===== src/hw/rtl/ppmt_pkg.sv =====
// ----------------------------------------------------------------------------
// ppmt_pkg
// Types, constants and tables shared by the pose to map transform core.
// ----------------------------------------------------------------------------
`default_nettype none

package ppmt_pkg;

   // CORDIC iteration count, 8 to 24
   localparam int ANGLE_ITERATIONS = 16;
   localparam int CNT_W            = $clog2(ANGLE_ITERATIONS);
   localparam int ATAN_IDX_W       = 5;

   // working width of the CORDIC datapath
   localparam int XW = 36;

   localparam logic signed [XW-1:0] HALF_PI_Q30  = 36'sd1686629713;
   localparam logic signed [XW-1:0] INV_GAIN_Q30 = 36'sd652032874;
   localparam logic signed [XW-1:0] ONE_Q30      = 36'sd1073741824;
   localparam logic signed [XW-1:0] YAW_RND      = 36'sd65536;
   localparam logic signed [XW-1:0] COS_RND      = 36'sd16384;
   localparam logic signed [XW-1:0] YAW_MAX      = 36'sd25736;
   localparam logic signed [XW-1:0] Q15_MAX      = 36'sd32767;
   localparam logic signed [XW-1:0] Q15_MIN      = -36'sd32768;

   // register indexes
   localparam int CSR_ADDR_W = 3;
   localparam int CSR_DATA_W = 16;
   localparam logic [CSR_ADDR_W-1:0] CSR_SCALE_COL  = 3'd0;
   localparam logic [CSR_ADDR_W-1:0] CSR_SCALE_ROW  = 3'd1;
   localparam logic [CSR_ADDR_W-1:0] CSR_CENTER_COL = 3'd2;
   localparam logic [CSR_ADDR_W-1:0] CSR_CENTER_ROW = 3'd3;
   localparam logic [CSR_ADDR_W-1:0] CSR_ORIGIN_COL = 3'd4;
   localparam logic [CSR_ADDR_W-1:0] CSR_ORIGIN_ROW = 3'd5;

   localparam logic [15:0] SCALE_COL_RST  = 16'd1654;
   localparam logic [15:0] SCALE_ROW_RST  = 16'd1239;
   localparam logic [11:0] CENTER_COL_RST = 12'd320;
   localparam logic [11:0] CENTER_ROW_RST = 12'd240;
   localparam logic [11:0] ORIGIN_COL_RST = 12'd320;
   localparam logic [11:0] ORIGIN_ROW_RST = 12'd240;

   localparam int REQ_DATA_W = 96;
   localparam int RSP_DATA_W = 144;

   typedef enum logic [3:0] {
      ST_IDLE,
      ST_MUL_SY,
      ST_MUL_CY,
      ST_MUL_TC,
      ST_MUL_TR,
      ST_VEC_INIT,
      ST_VEC_ITER,
      ST_YAW,
      ST_ROT_INIT,
      ST_ROT_ITER,
      ST_DONE
   } state_type;

   typedef enum logic [1:0] {
      MUL_SY,
      MUL_CY,
      MUL_TC,
      MUL_TR
   } mul_sel_type;

   typedef struct packed {
      logic        accept;
      mul_sel_type mul_sel;
      logic        store_sy;
      logic        store_cy;
      logic        store_tc;
      logic        store_tr;
      logic        vec_init;
      logic        vec_step;
      logic        yaw_load;
      logic        rot_init;
      logic        rot_step;
      logic        cnt_clr;
      logic        out_load;
   } cmd_type;

   typedef struct packed {
      logic iter_last;
   } status_type;

   // atan(2^-i) * 2^30, rounded
   function automatic logic signed [XW-1:0] atan_q30(input logic [ATAN_IDX_W-1:0] idx);
      logic signed [XW-1:0] v;
      case (idx)
         5'd0:    v = 36'sd843314857;
         5'd1:    v = 36'sd497837829;
         5'd2:    v = 36'sd263043837;
         5'd3:    v = 36'sd133525159;
         5'd4:    v = 36'sd67021687;
         5'd5:    v = 36'sd33543516;
         5'd6:    v = 36'sd16775851;
         5'd7:    v = 36'sd8388437;
         5'd8:    v = 36'sd4194283;
         5'd9:    v = 36'sd2097149;
         5'd10:   v = 36'sd1048576;
         5'd11:   v = 36'sd524288;
         5'd12:   v = 36'sd262144;
         5'd13:   v = 36'sd131072;
         5'd14:   v = 36'sd65536;
         5'd15:   v = 36'sd32768;
         5'd16:   v = 36'sd16384;
         5'd17:   v = 36'sd8192;
         5'd18:   v = 36'sd4096;
         5'd19:   v = 36'sd2048;
         5'd20:   v = 36'sd1024;
         5'd21:   v = 36'sd512;
         5'd22:   v = 36'sd256;
         5'd23:   v = 36'sd128;
         default: v = '0;
      endcase
      return v;
   endfunction

endpackage

`default_nettype wire


===== src/hw/rtl/ppmt_ctrl.sv =====
// ----------------------------------------------------------------------------
// ppmt_ctrl
// Sequencer: handshakes, multiply slots and the two CORDIC passes.
// ----------------------------------------------------------------------------
`default_nettype none

module ppmt_ctrl (
   input  wire logic                 clock,
   input  wire logic                 reset,
   input  wire logic                 req_tvalid,
   output logic                      req_tready,
   output logic                      rsp_tvalid,
   input  wire logic                 rsp_tready,
   input  wire ppmt_pkg::status_type status,
   output ppmt_pkg::cmd_type         cmd
);

   ppmt_pkg::state_type state_ff, state_in;
   logic                rsp_valid_ff, rsp_valid_in;
   logic                out_free;

   assign out_free   = !rsp_valid_ff || rsp_tready;
   assign rsp_tvalid = rsp_valid_ff;

   always_ff @(posedge clock) begin
      if (reset) begin
         state_ff     <= ppmt_pkg::ST_IDLE;
         rsp_valid_ff <= 1'b0;
      end else begin
         state_ff     <= state_in;
         rsp_valid_ff <= rsp_valid_in;
      end
   end

   always_comb begin
      state_in   = state_ff;
      cmd        = '0;
      cmd.mul_sel = ppmt_pkg::MUL_SY;
      req_tready = 1'b0;
      case (state_ff)
         ppmt_pkg::ST_IDLE: begin
            req_tready = 1'b1;
            if (req_tvalid) begin
               cmd.accept = 1'b1;
               state_in   = ppmt_pkg::ST_MUL_SY;
            end
         end
         ppmt_pkg::ST_MUL_SY: begin
            cmd.mul_sel = ppmt_pkg::MUL_SY;
            state_in    = ppmt_pkg::ST_MUL_CY;
         end
         ppmt_pkg::ST_MUL_CY: begin
            cmd.mul_sel  = ppmt_pkg::MUL_CY;
            cmd.store_sy = 1'b1;
            state_in     = ppmt_pkg::ST_MUL_TC;
         end
         ppmt_pkg::ST_MUL_TC: begin
            cmd.mul_sel  = ppmt_pkg::MUL_TC;
            cmd.store_cy = 1'b1;
            state_in     = ppmt_pkg::ST_MUL_TR;
         end
         ppmt_pkg::ST_MUL_TR: begin
            cmd.mul_sel  = ppmt_pkg::MUL_TR;
            cmd.store_tc = 1'b1;
            state_in     = ppmt_pkg::ST_VEC_INIT;
         end
         ppmt_pkg::ST_VEC_INIT: begin
            cmd.store_tr = 1'b1;
            cmd.vec_init = 1'b1;
            cmd.cnt_clr  = 1'b1;
            state_in     = ppmt_pkg::ST_VEC_ITER;
         end
         ppmt_pkg::ST_VEC_ITER: begin
            cmd.vec_step = 1'b1;
            if (status.iter_last) begin
               state_in = ppmt_pkg::ST_YAW;
            end
         end
         ppmt_pkg::ST_YAW: begin
            cmd.yaw_load = 1'b1;
            state_in     = ppmt_pkg::ST_ROT_INIT;
         end
         ppmt_pkg::ST_ROT_INIT: begin
            cmd.rot_init = 1'b1;
            cmd.cnt_clr  = 1'b1;
            state_in     = ppmt_pkg::ST_ROT_ITER;
         end
         ppmt_pkg::ST_ROT_ITER: begin
            cmd.rot_step = 1'b1;
            if (status.iter_last) begin
               state_in = ppmt_pkg::ST_DONE;
            end
         end
         ppmt_pkg::ST_DONE: begin
            // wait for the output register to drain
            if (out_free) begin
               cmd.out_load = 1'b1;
               state_in     = ppmt_pkg::ST_IDLE;
            end
         end
         default: begin
            state_in = ppmt_pkg::ST_IDLE;
         end
      endcase
   end

   always_comb begin
      rsp_valid_in = rsp_valid_ff;
      if (cmd.out_load) begin
         rsp_valid_in = 1'b1;
      end else if (rsp_tready) begin
         rsp_valid_in = 1'b0;
      end
   end

endmodule

`default_nettype wire


===== src/hw/rtl/ppmt_datapath.sv =====
// ----------------------------------------------------------------------------
// ppmt_datapath
// Shared multiplier, translation, CORDIC unit, registers and result beat.
// ----------------------------------------------------------------------------
`default_nettype none

module ppmt_datapath (
   input  wire logic                                clock,
   input  wire logic                                reset,
   input  wire ppmt_pkg::cmd_type                   cmd,
   output ppmt_pkg::status_type                     status,
   input  wire logic [ppmt_pkg::REQ_DATA_W-1:0]     req_tdata,
   output logic [ppmt_pkg::RSP_DATA_W-1:0]          rsp_tdata,
   input  wire logic                                csr_wen,
   input  wire logic [ppmt_pkg::CSR_ADDR_W-1:0]     csr_addr,
   input  wire logic [ppmt_pkg::CSR_DATA_W-1:0]     csr_wdata
);

   localparam int XW = ppmt_pkg::XW;

   // configuration
   logic [15:0] scale_col_ff, scale_row_ff;
   logic [11:0] center_col_ff, center_row_ff, origin_col_ff, origin_row_ff;

   always_ff @(posedge clock) begin
      if (reset) begin
         scale_col_ff  <= ppmt_pkg::SCALE_COL_RST;
         scale_row_ff  <= ppmt_pkg::SCALE_ROW_RST;
         center_col_ff <= ppmt_pkg::CENTER_COL_RST;
         center_row_ff <= ppmt_pkg::CENTER_ROW_RST;
         origin_col_ff <= ppmt_pkg::ORIGIN_COL_RST;
         origin_row_ff <= ppmt_pkg::ORIGIN_ROW_RST;
      end else if (csr_wen) begin
         case (csr_addr)
            ppmt_pkg::CSR_SCALE_COL:  scale_col_ff  <= csr_wdata;
            ppmt_pkg::CSR_SCALE_ROW:  scale_row_ff  <= csr_wdata;
            ppmt_pkg::CSR_CENTER_COL: center_col_ff <= csr_wdata[11:0];
            ppmt_pkg::CSR_CENTER_ROW: center_row_ff <= csr_wdata[11:0];
            ppmt_pkg::CSR_ORIGIN_COL: origin_col_ff <= csr_wdata[11:0];
            ppmt_pkg::CSR_ORIGIN_ROW: origin_row_ff <= csr_wdata[11:0];
            default: ;
         endcase
      end
   end

   // request capture and id counter
   logic signed [31:0] fwd_ff, side_ff;
   logic signed [15:0] qz_ff, qw_ff;
   logic [31:0]        counter_ff, id_ff;

   always_ff @(posedge clock) begin
      if (reset) begin
         counter_ff <= '0;
      end else if (cmd.accept) begin
         counter_ff <= counter_ff + 32'd1;
      end
   end

   always_ff @(posedge clock) begin
      if (cmd.accept) begin
         fwd_ff  <= req_tdata[31:0];
         side_ff <= req_tdata[63:32];
         qz_ff   <= req_tdata[79:64];
         qw_ff   <= req_tdata[95:80];
         id_ff   <= counter_ff;
      end
   end

   // shared multiplier, product registered every cycle
   logic signed [32:0] mul_a;
   logic signed [16:0] mul_b;
   logic signed [49:0] prod_in, prod_ff;

   always_comb begin
      case (cmd.mul_sel)
         ppmt_pkg::MUL_SY: begin
            mul_a = 33'(qw_ff);
            mul_b = 17'(qz_ff);
         end
         ppmt_pkg::MUL_CY: begin
            mul_a = 33'(qz_ff);
            mul_b = 17'(qz_ff);
         end
         ppmt_pkg::MUL_TC: begin
            mul_a = 33'(side_ff);
            mul_b = $signed({1'b0, scale_col_ff});
         end
         ppmt_pkg::MUL_TR: begin
            mul_a = 33'(fwd_ff);
            mul_b = $signed({1'b0, scale_row_ff});
         end
         default: begin
            mul_a = '0;
            mul_b = '0;
         end
      endcase
   end

   assign prod_in = 50'(mul_a) * 50'(mul_b);

   always_ff @(posedge clock) begin
      prod_ff <= prod_in;
   end

   // translation: round the product, add the offset, saturate
   logic signed [49:0] prod_rnd;
   logic signed [41:0] prod_sh;
   logic signed [12:0] off_diff;
   logic signed [42:0] trans_sum;
   logic signed [31:0] trans_sat;

   always_comb begin
      prod_rnd = prod_ff + 50'sd128;
      prod_sh  = $signed(prod_rnd[49:8]);
      if (cmd.store_tc) begin
         off_diff = $signed({1'b0, center_col_ff}) - $signed({1'b0, origin_col_ff});
      end else begin
         off_diff = $signed({1'b0, center_row_ff}) - $signed({1'b0, origin_row_ff});
      end
      trans_sum = 43'(prod_sh) + 43'($signed({off_diff, 16'h0000}));
      if (trans_sum > 43'sd2147483647) begin
         trans_sat = 32'h7FFF_FFFF;
      end else if (trans_sum < -43'sd2147483648) begin
         trans_sat = 32'h8000_0000;
      end else begin
         trans_sat = trans_sum[31:0];
      end
   end

   logic signed [XW-1:0] sy_ff, cy_ff;
   logic signed [31:0]   tc_ff, tr_ff;

   always_ff @(posedge clock) begin
      if (cmd.store_sy) begin
         sy_ff <= $signed({prod_ff[XW-2:0], 1'b0});
      end
      if (cmd.store_cy) begin
         cy_ff <= ppmt_pkg::ONE_Q30 - $signed({prod_ff[XW-2:0], 1'b0});
      end
      if (cmd.store_tc) begin
         tc_ff <= trans_sat;
      end
      if (cmd.store_tr) begin
         tr_ff <= trans_sat;
      end
   end

   // iteration counter
   logic [ppmt_pkg::CNT_W-1:0] cnt_ff;

   always_ff @(posedge clock) begin
      if (reset) begin
         cnt_ff <= '0;
      end else if (cmd.cnt_clr) begin
         cnt_ff <= '0;
      end else if (cmd.vec_step || cmd.rot_step) begin
         cnt_ff <= cnt_ff + 1'b1;
      end
   end

   assign status.iter_last = (cnt_ff == ppmt_pkg::CNT_W'(ppmt_pkg::ANGLE_ITERATIONS - 1));

   // CORDIC unit, shared by the vectoring and rotation passes
   logic signed [XW-1:0] x_ff, y_ff, z_ff, x_in, y_in, z_in;
   logic signed [XW-1:0] dx, dy, at;
   logic signed [XW-1:0] yaw_sum, yaw_sh, theta0;
   logic signed [15:0]   yaw_ff, yaw_in;
   logic                 vzero_ff;

   always_comb begin
      dx      = y_ff >>> cnt_ff;
      dy      = x_ff >>> cnt_ff;
      at      = ppmt_pkg::atan_q30(ppmt_pkg::ATAN_IDX_W'(cnt_ff));
      x_in    = x_ff;
      y_in    = y_ff;
      z_in    = z_ff;
      theta0  = XW'(yaw_ff) <<< 17;
      yaw_sum = z_ff + ppmt_pkg::YAW_RND;
      yaw_sh  = yaw_sum >>> 17;
      if (vzero_ff) begin
         yaw_in = '0;
      end else if (yaw_sh > ppmt_pkg::YAW_MAX) begin
         yaw_in = 16'(ppmt_pkg::YAW_MAX);
      end else if (yaw_sh < -ppmt_pkg::YAW_MAX) begin
         yaw_in = 16'(-ppmt_pkg::YAW_MAX);
      end else begin
         yaw_in = yaw_sh[15:0];
      end

      if (cmd.vec_init) begin
         // left half plane: pre-rotate by a quarter turn
         if (cy_ff < 0) begin
            if (sy_ff >= 0) begin
               x_in = sy_ff;
               y_in = -cy_ff;
               z_in = ppmt_pkg::HALF_PI_Q30;
            end else begin
               x_in = -sy_ff;
               y_in = cy_ff;
               z_in = -ppmt_pkg::HALF_PI_Q30;
            end
         end else begin
            x_in = cy_ff;
            y_in = sy_ff;
            z_in = '0;
         end
      end else if (cmd.vec_step) begin
         if (!y_ff[XW-1]) begin
            x_in = x_ff + dx;
            y_in = y_ff - dy;
            z_in = z_ff + at;
         end else begin
            x_in = x_ff - dx;
            y_in = y_ff + dy;
            z_in = z_ff - at;
         end
      end else if (cmd.rot_init) begin
         if (theta0 > ppmt_pkg::HALF_PI_Q30) begin
            x_in = '0;
            y_in = ppmt_pkg::INV_GAIN_Q30;
            z_in = theta0 - ppmt_pkg::HALF_PI_Q30;
         end else if (theta0 < -ppmt_pkg::HALF_PI_Q30) begin
            x_in = '0;
            y_in = -ppmt_pkg::INV_GAIN_Q30;
            z_in = theta0 + ppmt_pkg::HALF_PI_Q30;
         end else begin
            x_in = ppmt_pkg::INV_GAIN_Q30;
            y_in = '0;
            z_in = theta0;
         end
      end else if (cmd.rot_step) begin
         if (!z_ff[XW-1]) begin
            x_in = x_ff - dx;
            y_in = y_ff + dy;
            z_in = z_ff - at;
         end else begin
            x_in = x_ff + dx;
            y_in = y_ff - dy;
            z_in = z_ff + at;
         end
      end
   end

   always_ff @(posedge clock) begin
      x_ff <= x_in;
      y_ff <= y_in;
      z_ff <= z_in;
      if (cmd.vec_init) begin
         vzero_ff <= (cy_ff == '0) && (sy_ff == '0);
      end
      if (cmd.yaw_load) begin
         yaw_ff <= yaw_in;
      end
   end

   // round cos and sin to Q1.15
   logic signed [XW-1:0] cos_rnd, sin_rnd;
   logic signed [15:0]   cos_sat, sin_sat;

   always_comb begin
      cos_rnd = (x_ff + ppmt_pkg::COS_RND) >>> 15;
      sin_rnd = (y_ff + ppmt_pkg::COS_RND) >>> 15;
      if (cos_rnd > ppmt_pkg::Q15_MAX) begin
         cos_sat = 16'sh7FFF;
      end else if (cos_rnd < ppmt_pkg::Q15_MIN) begin
         cos_sat = 16'sh8000;
      end else begin
         cos_sat = cos_rnd[15:0];
      end
      if (sin_rnd > ppmt_pkg::Q15_MAX) begin
         sin_sat = 16'sh7FFF;
      end else if (sin_rnd < ppmt_pkg::Q15_MIN) begin
         sin_sat = 16'sh8000;
      end else begin
         sin_sat = sin_rnd[15:0];
      end
   end

   // result register
   logic [ppmt_pkg::RSP_DATA_W-1:0] rsp_data_ff;

   always_ff @(posedge clock) begin
      if (cmd.out_load) begin
         rsp_data_ff <= {tr_ff, tc_ff, sin_sat, cos_sat, yaw_ff, id_ff};
      end
   end

   assign rsp_tdata = rsp_data_ff;

endmodule

`default_nettype wire


===== src/hw/rtl/planar_pose_to_map_transform_core.sv =====
// ----------------------------------------------------------------------------
// planar_pose_to_map_transform_core
// Planar pose to map transform: yaw, rotation terms and translation.
// ----------------------------------------------------------------------------
// Usage:
//   req_* is the pose input stream, rsp_* the transform result stream, one
//   result beat per request beat, in order. csr_* writes the scale, centre
//   and origin registers; write them only while the core is idle.
//   After a request beat is taken, the four multiply slots of the shared
//   17x33 multiplier, a vectoring CORDIC pass (ANGLE_ITERATIONS steps), a
//   yaw rounding step and a rotation CORDIC pass (ANGLE_ITERATIONS steps)
//   run in turn, the two passes on one shared CORDIC unit; the result beat
//   then shows on rsp_tvalid. One beat is in work at a time, so a new beat
//   is taken only once the last result is loaded into the output register.
//   The result sits in that register; req_tready returns while it waits, and
//   a stalled rsp_tready only holds the core once the next result is ready
//   to load. Reset clears the controller, the id counter and the output
//   valid, and restores the register defaults.
// ----------------------------------------------------------------------------
`default_nettype none

module planar_pose_to_map_transform_core (
   input  wire logic                              clock,
   input  wire logic                              reset,
   input  wire logic                              req_tvalid,
   output logic                                   req_tready,
   // pos_fwd[31:0], pos_side[63:32], quat_z[79:64], quat_w[95:80]
   input  wire logic [ppmt_pkg::REQ_DATA_W-1:0]   req_tdata,
   output logic                                   rsp_tvalid,
   input  wire logic                              rsp_tready,
   // pose_id[31:0], yaw_angle[47:32], rot_cos[63:48], rot_sin[79:64],
   // trans_col[111:80], trans_row[143:112]
   output logic [ppmt_pkg::RSP_DATA_W-1:0]        rsp_tdata,
   input  wire logic                              csr_wen,
   input  wire logic [ppmt_pkg::CSR_ADDR_W-1:0]   csr_addr,
   input  wire logic [ppmt_pkg::CSR_DATA_W-1:0]   csr_wdata
);

   ppmt_pkg::cmd_type    cmd;
   ppmt_pkg::status_type status;

   ppmt_ctrl u_ctrl (
      .clock      (clock),
      .reset      (reset),
      .req_tvalid (req_tvalid),
      .req_tready (req_tready),
      .rsp_tvalid (rsp_tvalid),
      .rsp_tready (rsp_tready),
      .status     (status),
      .cmd        (cmd)
   );

   ppmt_datapath u_datapath (
      .clock     (clock),
      .reset     (reset),
      .cmd       (cmd),
      .status    (status),
      .req_tdata (req_tdata),
      .rsp_tdata (rsp_tdata),
      .csr_wen   (csr_wen),
      .csr_addr  (csr_addr),
      .csr_wdata (csr_wdata)
   );

endmodule

`default_nettype wire


===== config.mk =====
export PLATFORM = sky130hd
export DESIGN_NAME = planar_pose_to_map_transform_core
export DESIGN_NICKNAME = d
export VERILOG_FILES = /design/src/hw/rtl/ppmt_pkg.sv /design/src/hw/rtl/ppmt_ctrl.sv /design/src/hw/rtl/ppmt_datapath.sv /design/src/hw/rtl/planar_pose_to_map_transform_core.sv
export SDC_FILE = /design/constraint.sdc
export NUM_CORES = 2
export LEC_CHECK = 0
export BUFFER_PORTS_ARGS = -buffer_cell sky130_fd_sc_hd__buf_2
export CAP_MARGIN = 15
export CORE_UTILIZATION = 40
export DETAILED_ROUTE_END_ITERATION = 12
export HOLD_SLACK_MARGIN = 0.1
export PLACE_DENSITY_LB_ADDON = 0.3
export SLEW_MARGIN = 20
export SYNTH_ARGS = -nofsm -noshare
export SYNTH_HDL_FRONTEND = slang
export SYNTH_SLANG_ARGS = --single-unit

===== constraint.sdc =====
create_clock -name clock -period 13.3 [get_ports clock]
set_input_delay 0.665 -clock clock [delete_from_list [all_inputs] [get_ports clock]]
set_output_delay 0.665 -clock clock [all_outputs]
set_load 0.03 [all_outputs]

Word level (Yosys, flattened, before mapping)
Memories as Yosys holds them, arrays and structs flattened. A register that Yosys moved wholly into a read port is not among the register bits.
Index checks and enable logic that the tools add are counted.
{ "totals": {"latchBits": 0, "register_bits": 703, "n_memories": 1, "ramBits": 0, "rom_bits": 480, "word_cells": 175, "input_bits": 120} }
{ "mem_list": {"columns": ["name", "words", "width", "rd", "rd_clocked_by_memory_dff", "write_ports", "line_no", "source"], "rows": [
  ["(name not given)", 16, 30, 1, 1, 0, "ppmt_pkg.sv:90", "case (idx)"]
]} }
{ "classes": {"bitwise": 0, "muxes": 63, "shifts": 2, "n_lt_le_gt_ge": 12, "add_sub_neg": 20, "div_mod_pow": 0, "n_mul": 1, "n_reduce_logical": 23, "n_eq_ne": 23} }
{ "op_table": {"columns": ["operator", "n"], "rows": [
  ["two-way mux 36 bit", 29],
  ["case mux 33 bit (4 select lines)", 1],
  ["adder 36 bit", 3],
  ["subtractor 36 bit", 3],
  ["adder 36 x 16 -> 36 bit (second input constant)", 2],
  ["zero test 36 bit", 2],
  ["negation 36 bit", 2],
  [">>> shifter 36 x 4 -> 36 bit", 2],
  ["two-way mux 32 bit", 2],
  ["case mux 17 bit (3 select lines)", 1],
  ["adder 50 x 9 -> 50 bit (second input constant)", 1],
  ["multiplier 33 x 17 -> 50 bit", 1],
  ["two-way mux 16 bit", 3],
  ["case mux 4 bit (11 select lines)", 1],
  ["adder 42 x 29 -> 43 bit", 1],
  ["greater-than comparator 43 x 32 -> 1 bit (second input constant)", 1],
  ["< comparator 43 x 32 -> 1 bit (second input constant)", 1],
  ["greater-than comparator 21 x 16 -> 1 bit (second input constant)", 2],
  ["< comparator 21 x 16 -> 1 bit (second input constant)", 2],
  ["adder 36 x 18 -> 36 bit (second input constant)", 1],
  ["greater-or-equal comparator 36 x 1 -> 1 bit (second input constant)", 1],
  ["< comparator 36 x 1 -> 1 bit (second input constant)", 1],
  ["subtractor 32 x 36 -> 36 bit (first input constant)", 1],
  ["adder 33 x 32 -> 34 bit (second input constant)", 1],
  ["other kinds (38)", 79]
]} }

Logic depth before layout (Yosys ltp)
{ "depth": {"word_depth": 7, "mapped_depth": 36, "mapped_depth_nobuf": 34} }

Modules after synthesis
From an unflattened synthesis, not the netlist that was laid out.
{ "hier_totals": {"hier_cells": 7492, "area_unflattened_um2": 67068.1} }
{ "modules_own_cells": {"columns": ["mod", "seq_area_each_um2", "n_inst", "area_each_um2", "cells_per_inst"], "rows": [
  ["ppmt_datapath", 19829.0, 1, 66666.4, 7434],
  ["ppmt_ctrl", 100.1, 1, 401.6, 58]
]} }

Worst setup path before layout
No wires, ideal clock.
{ "synth_timing": {"path_type": "input-to-reg", "from": "input port rsp_tready", "to": "register u_datapath.rsp_data_ff (netlist bit u_datapath.rsp_tdata[0]), enable pin", "arrival_ns": 10.423, "n_path_buf": 0, "setup_slack_ns": 2.052, "path_stages": 2, "required_ns": 12.476, "path_cell_list": "nor2b_1 -> nor3_1"} }
{ "synth_rtl": {"columns": ["item", "line_no", "source"], "rows": [
  ["from (decl)", "planar_pose_to_map_transform_core.sv:30", "input wire logic rsp_tready,"],
  ["to (signal assigned)", "ppmt_datapath.sv:284", "rsp_data_ff <= {tr_ff, tc_ff, sin_sat, cos_sat, yaw_ff, id_ff};"],
  ["to (decl)", "ppmt_datapath.sv:280", "logic [ppmt_pkg::RSP_DATA_W-1:0] rsp_data_ff;"]
]} }

Final worst setup path
{ "layout_timing": {"from": "register u_ctrl.state_ff[0]", "to": "register u_datapath.prod_ff[49]"} }
{ "layout_between": {"elab_chain_cells": 6, "elab_cells_between_ends": 12, "classes_between": "mul: 1; eq/ne: 6; mux: 3; reduce/logical: 2"} }
{ "layout_lines": {"columns": ["item", "line_no", "source"], "rows": [
  ["from (decl)", "ppmt_ctrl.sv:18", "ppmt_pkg::state_type state_ff, state_in;"],
  ["from (signal assigned)", "ppmt_ctrl.sv:27", "state_ff <= ppmt_pkg::ST_IDLE;"],
  ["from (signal assigned)", "ppmt_ctrl.sv:30", "state_ff <= state_in;"],
  ["== test 4 x 3 -> 1 bit / == test 4 x 2 -> 1 bit (equally long branches)", "ppmt_ctrl.sv:40", "case (state_ff)"],
  ["case mux 2 bit (3 select lines) *", "ppmt_ctrl.sv:40", null],
  ["== test 2 x 1 -> 1 bit / zero test 2 bit (equally long branches)", "ppmt_datapath.sv:75", "case (cmd.mul_sel)"],
  ["OR reduction 2 bit (no source line)", null, null],
  ["case mux 17 bit (3 select lines)", "ppmt_datapath.sv:75", null],
  ["multiplier 33 x 17 -> 50 bit *", "ppmt_datapath.sv:99", "assign prod_in = 50'(mul_a) * 50'(mul_b);"],
  ["net u_datapath.prod_in[49]", "ppmt_datapath.sv:72", "logic signed [49:0] prod_in, prod_ff;"],
  ["to (signal assigned)", "ppmt_datapath.sv:102", "prod_ff <= prod_in;"],
  ["to (decl)", "ppmt_datapath.sv:72", null]
]} }
Mark *: on every way through the listed nets, which the timed path passes. The rest lies on a longest branch.
A chain may end at the register's enable or synchronous reset.

==> flow_summary.html <==
<table>
<tr><th>Metric</th><th>Value</th></tr>
<tr><th colspan="2">Outcome</th></tr>
<tr><td>Outcome</td><td>completed</td></tr>
<tr><th colspan="2">Worst hold path</th></tr>
<tr><td>Path type of the worst min-delay path</td><td>primary input to register</td></tr>
<tr><td>Min-Delay Startpoint</td><td>req_tdata[94]</td></tr>
<tr><td>Min-Delay Endpoint</td><td>u_datapath.qw_ff[14]$_DFFE_PP_</td></tr>
<tr><td>Number of cells traversed by the worst hold path</td><td>1</td></tr>
<tr><th colspan="2">Clock network</th></tr>
<tr><td>Cts hold-fix bufs</td><td>between 90 and 100</td></tr>
<tr><td>Count of H-tree levels built during CTS</td><td>3</td></tr>
<tr><td>Buffers from clock root to sink, at most</td><td>3</td></tr>
<tr><td>Root Buffer Master</td><td>sky130_fd_sc_hd__clkbuf_16</td></tr>
<tr><td>Number of buffers added for setup after CTS</td><td>0</td></tr>
<tr><td>PostCTS Resize Cnt</td><td>0</td></tr>
<tr><td>Clock-pin slew on the worst setup and hold paths</td><td>roughly 0.060 ns</td></tr>
<tr><td>CTS tree</td><td>done</td></tr>
<tr><td>TritonCTS buffer count</td><td>85</td></tr>
<tr><td>Clock sinks</td><td>730</td></tr>
<tr><td>Worst-skew pair later-pin latency</td><td>roughly 0.76 ns</td></tr>
<tr><th colspan="2">Synth</th></tr>
<tr><td>Portion of synthesized cell area occupied by the leading cell type</td><td>roughly a quarter</td></tr>
<tr><td>Top area cells in the synthesized netlist</td><td>sky130_fd_sc_hd__edfxtp_1, sky130_fd_sc_hd__fa_1, sky130_fd_sc_hd__ha_1</td></tr>
<tr><td>Unique masters post-synth</td><td>between 100 and 150</td></tr>
<tr><td>Sequential fraction of the synthesis area</td><td>29.4%</td></tr>
<tr><td>Avg Inst Size Synth</td><td>8.90 sq um</td></tr>
<tr><td>Leading area contributor after synthesis</td><td>sky130_fd_sc_hd__edfxtp_1</td></tr>
<tr><td>Yosys synthesis warning count</td><td>0</td></tr>
<tr><td>Synthesized netlist net count</td><td>8655</td></tr>
<tr><td>Number of cells produced by synthesis</td><td>7612</td></tr>
<tr><td>Dominant register cell in the synthesized netlist</td><td>sky130_fd_sc_hd__edfxtp_1</td></tr>
<tr><td>Post-synthesis sequential element count</td><td>between 700 and 800</td></tr>
<tr><td>Cell area after synthesis</td><td>between 60000 and 70000 sq um</td></tr>
<tr><td>Proportion of register bits with asynchronous set or reset after synthesis</td><td>0%</td></tr>
<tr><td>Count of flip-flops with a built-in enable after synthesis</td><td>531</td></tr>
<tr><th colspan="2">Setup path</th></tr>
<tr><td>Max stage delay cell, worst path</td><td>sky130_fd_sc_hd__a21oi_1</td></tr>
<tr><td>Required time of the critical path</td><td>~14 ns</td></tr>
<tr><td>Worst Path Max Fanout</td><td>48</td></tr>
<tr><td>Critical setup path kind</td><td>register to register</td></tr>
<tr><td>CP arrival</td><td>about 11 ns</td></tr>
<tr><td>Max stage delay on crit path</td><td>~0.83 ns</td></tr>
<tr><td>Reg2Reg Launch Point</td><td>u_ctrl.state_ff[0]$_SDFFE_PP0P_</td></tr>
<tr><td>Worst reg2reg path endpoint</td><td>u_datapath.prod_ff[49]$_DFF_P_</td></tr>
<tr><td>Most common cell on crit path</td><td>sky130_fd_sc_hd__fa_1</td></tr>
<tr><td>Worst Setup SP</td><td>u_ctrl.state_ff[0]$_SDFFE_PP0P_</td></tr>
<tr><td>R2R depth</td><td>30</td></tr>
<tr><td>Worst reg-to-reg setup slack</td><td>approximately 3.1 ns</td></tr>
<tr><td>Crit end category</td><td>register</td></tr>
<tr><td>Startpoint type of the worst setup path</td><td>register</td></tr>
<tr><th colspan="2">Timing</th></tr>
<tr><td>Fin crit share</td><td>between 70% and 80%</td></tr>
<tr><td>Slew at the pin with the worst max-slew slack</td><td>roughly 1.1 ns</td></tr>
<tr><td>RSZ-0062 raised after global routing</td><td>false</td></tr>
<tr><td>Final critical-path required period</td><td>between 10 and 15 ns</td></tr>
<tr><td>Post-layout worst setup margin</td><td>about 3.1 ns</td></tr>
<tr><td>Tightest slew margin relative to the limit</td><td>between 20% and 30%</td></tr>
<tr><td>Total Negative Setup Slacks</td><td>0 ns</td></tr>
<tr><td>Pins Over Slew Limit</td><td>0</td></tr>
<tr><td>Setup violators final</td><td>0</td></tr>
<tr><td>Fin Clk Skew</td><td>about 0.063 ns</td></tr>
<tr><td>F_max</td><td>0.0983 GHz</td></tr>
<tr><td>Final hold viol count</td><td>0</td></tr>
<tr><th colspan="2">Floorplanning</th></tr>
<tr><td>Number of cell rows</td><td>150</td></tr>
<tr><td>Top-level port count</td><td>about 270</td></tr>
<tr><td>Area of the die</td><td>approximately 170000 sq um</td></tr>
<tr><td>Initial core utilization</td><td>slightly above 40%</td></tr>
<tr><td>Core Area</td><td>about 170000 sq um</td></tr>
<tr><td>DIE WIDTH</td><td>slightly above 400 um</td></tr>
<tr><td>Die boundary height</td><td>approximately 410 um</td></tr>
<tr><th colspan="2">Global routing</th></tr>
<tr><td>Via count of the first global-routing pass</td><td>roughly 56000</td></tr>
<tr><td>GRT Util Overall</td><td>between 20% and 30%</td></tr>
<tr><td>GR Overflow Total</td><td>0</td></tr>
<tr><td>Antenna violations before repair</td><td>4</td></tr>
<tr><td>Global-route wire length before repair</td><td>335000 um</td></tr>
<tr><td>Largest net degree at the start of global routing</td><td>103</td></tr>
<tr><th colspan="2">Detailed routing</th></tr>
<tr><td>Routed Wire Length</td><td>around 220000 um</td></tr>
<tr><td>Router iterations before antenna repair</td><td>6</td></tr>
<tr><td>Detailed Route Iter0 Violations</td><td>between 5000 and 6000</td></tr>
<tr><td>Average wire per cell in the routed design</td><td>roughly 22 um</td></tr>
<tr><td>Vias/cell</td><td>roughly 5.6</td></tr>
<tr><td>Count of nets left with antenna violations after detail routing</td><td>0</td></tr>
<tr><td>Remaining design rule violation count</td><td>0</td></tr>
<tr><td>Via count</td><td>between 50000 and 60000</td></tr>
<tr><th colspan="2">Flow run</th></tr>
<tr><td>Maxcap violations</td><td>0</td></tr>
<tr><th colspan="2">Placement</th></tr>
<tr><td>Number of buffers inserted by port buffering</td><td>265</td></tr>
<tr><td>Post-Place Worst Slack</td><td>~3.0 ns</td></tr>
<tr><td>Placer's final routability congestion estimate</td><td>roughly 0.95</td></tr>
<tr><td>Estimated wirelength of the detail-placed design</td><td>between 150000 and 200000 um</td></tr>
<tr><th colspan="2">Cells and area</th></tr>
<tr><td>Final net count</td><td>8801</td></tr>
<tr><td>Share of post-route cells with drive strength above 1</td><td>under 10%</td></tr>
<tr><td>Antenna diodes</td><td>0</td></tr>
<tr><td>Area overhead of the layout relative to synthesis</td><td>10.5%</td></tr>
</table>
-- cells in the final DEF (no fill, tap or decap), types with 34 or more instances in the layout --
cell type,Yosys,final
sky130_fd_sc_hd__fa_1,535,535
sky130_fd_sc_hd__o221ai_1,34,34
sky130_fd_sc_hd__o21ai_2,32,34
sky130_fd_sc_hd__mux2i_1,98,98
sky130_fd_sc_hd__a211oi_1,53,53
sky130_fd_sc_hd__a21o_1,118,118
sky130_fd_sc_hd__ha_1,388,388
sky130_fd_sc_hd__nor3_1,88,85
sky130_fd_sc_hd__inv_1,906,902
sky130_fd_sc_hd__dfxtp_1,199,195
sky130_fd_sc_hd__o21a_1,44,44
sky130_fd_sc_hd__buf_4,0,83
sky130_fd_sc_hd__buf_2,16,264
sky130_fd_sc_hd__o211ai_1,51,51
sky130_fd_sc_hd__nand3_1,144,143
sky130_fd_sc_hd__clkbuf_16,0,85
sky130_fd_sc_hd__nand2_1,936,930
sky130_fd_sc_hd__a21oi_1,560,557
sky130_fd_sc_hd__nand4_1,48,48
sky130_fd_sc_hd__a22oi_1,57,57
sky130_fd_sc_hd__edfxtp_1,531,531
sky130_fd_sc_hd__or3_1,45,45
sky130_fd_sc_hd__o31ai_1,39,38
sky130_fd_sc_hd__o21bai_1,92,92
sky130_fd_sc_hd__nor2b_1,64,63
sky130_fd_sc_hd__dlygate4sd3_1,0,95
sky130_fd_sc_hd__xor2_1,148,148
sky130_fd_sc_hd__a31oi_1,53,53
sky130_fd_sc_hd__o21ai_0,384,383
sky130_fd_sc_hd__and3_1,62,61
sky130_fd_sc_hd__nor2_1,686,680
sky130_fd_sc_hd__nand2b_1,45,45
sky130_fd_sc_hd__nor4_1,39,39
sky130_fd_sc_hd__xnor2_1,293,293
-- synthesized netlist by cell type (all sizes together) (48+ instances only) --
cell and instances:
nand4 48, a31oi 56, xor2 148, a21oi 563, a21o 118, dfxtp 199, buf 66, nand2 936
nor3 89, and3 62, xnor2 294, o211ai 52, edfxtp 531, inv 911, o21bai 93, fa 535
ha 388, nand3 144, a22oi 57, mux2i 98, clkbuf 317, nor2 686, a211oi 54, nor2b 64
o21ai 434
-- state kept, by name, summed over array words and instances, names as in the netlist, 16 cells and up --
register                 count
u_datapath.counter_ff       32
u_datapath.prod_ff          50
u_datapath.y_ff             36
u_datapath.fwd_ff           32
u_datapath.scale_row_ff     16
u_datapath.z_ff             36
u_datapath.qz_ff            16
u_datapath.qw_ff            16
u_datapath.sy_ff            35
u_datapath.id_ff            32
u_datapath.tc_ff            32
u_datapath.x_ff             36
u_datapath.rsp_tdata       144
u_datapath.yaw_ff           16
u_datapath.cy_ff            35
u_datapath.side_ff          32
u_datapath.tr_ff            32
u_datapath.at               28
u_datapath.scale_col_ff     16
-- layout make-up --
class,instances,area [sq um]
inverters,914,3430
well taps,2204,2760
fillers,16200,92900
repair buffers,442,2900
multi-input cells,5585,43000
flip-flops and latches,730,19900
clock inverters,55,639
clock buffers,102,2210
-- critical path: cells and delay by family, from the launching register on --
family | cells | cell delay [ns]
AND/OR/NAND/NOR | 8 | 1.43
adder cells (fa/ha/maj) | 7 | 3.40
AO/OA/AOI/OAI | 10 | 3.24
buffers and inverters | 5 | 1.32
flip-flops | 1 | 0.57
-- stage by stage --
| step | area (sq um) | hold slack [ns] | cells | util, % |
|---|---|---|---|---|
| 4_1_cts | 74900 | 0.126 | 10000 | 44.6 |
| 3_5_place_dp | 71100 | 0.405 | 9780 | 42.4 |
| 5_1_grt | 74900 | 0.143 | 10000 | 44.7 |
| 2_1_floorplan | 67800 | 0.400 | 7612 | - |
| 3_3_place_gp | 71100 | 0.403 | 9780 | 42.4 |
| 6_report | 74900 | 0.182 | 10000 | 44.7 |
-- kinds of logic after synthesis --
logic type | Yosys count | synth area share, %
multiplexers | 155 | 2.94
flip-flops | 730 | 29.4
buffers and inverters | 1297 | 7.28
AO/OA/AOI/OAI | 1756 | 16.5
AND/OR/NAND/NOR | 2309 | 15.1
XOR/XNOR | 442 | 5.72
adder cells (fa/ha/maj) | 923 | 23.0
-- worst max-delay path by stage --
stage | depth (start not counted) | slack [ns] | endpoint
detailed placement | 29 | 3.05 | u_datapath.prod_ff[49]$_DFF_P_
finish | 30 | 3.13 | u_datapath.prod_ff[49]$_DFF_P_
global placement | 29 | 3.26 | u_datapath.prod_ff[49]$_DFF_P_
CTS | 29 | 2.99 | u_datapath.prod_ff[49]$_DFF_P_
floorplan | 2 | 2.05 | u_datapath.rsp_tdata[0]$_DFFE_PP_
global route | 31 | 2.41 | u_datapath.prod_ff[49]$_DFF_P_
-- per-layer routing --
| metal | track usage, % | up-vias | share of wire [%] |
|---|---|---|---|
| met3 | 4.11 | 426 | 7.1 |
| met5 | 0 | - | 0.015 |
| met4 | 11.1 | 4 | 4.7 |
| met2 | 42.2 | 2235 | 47 |
| li1 | - | 26200 | - |
| met1 | 32.8 | 27800 | 41 |
Power is not shown: default switching activity piles up to over one toggle a cycle in this logic, so the estimate is an artifact.
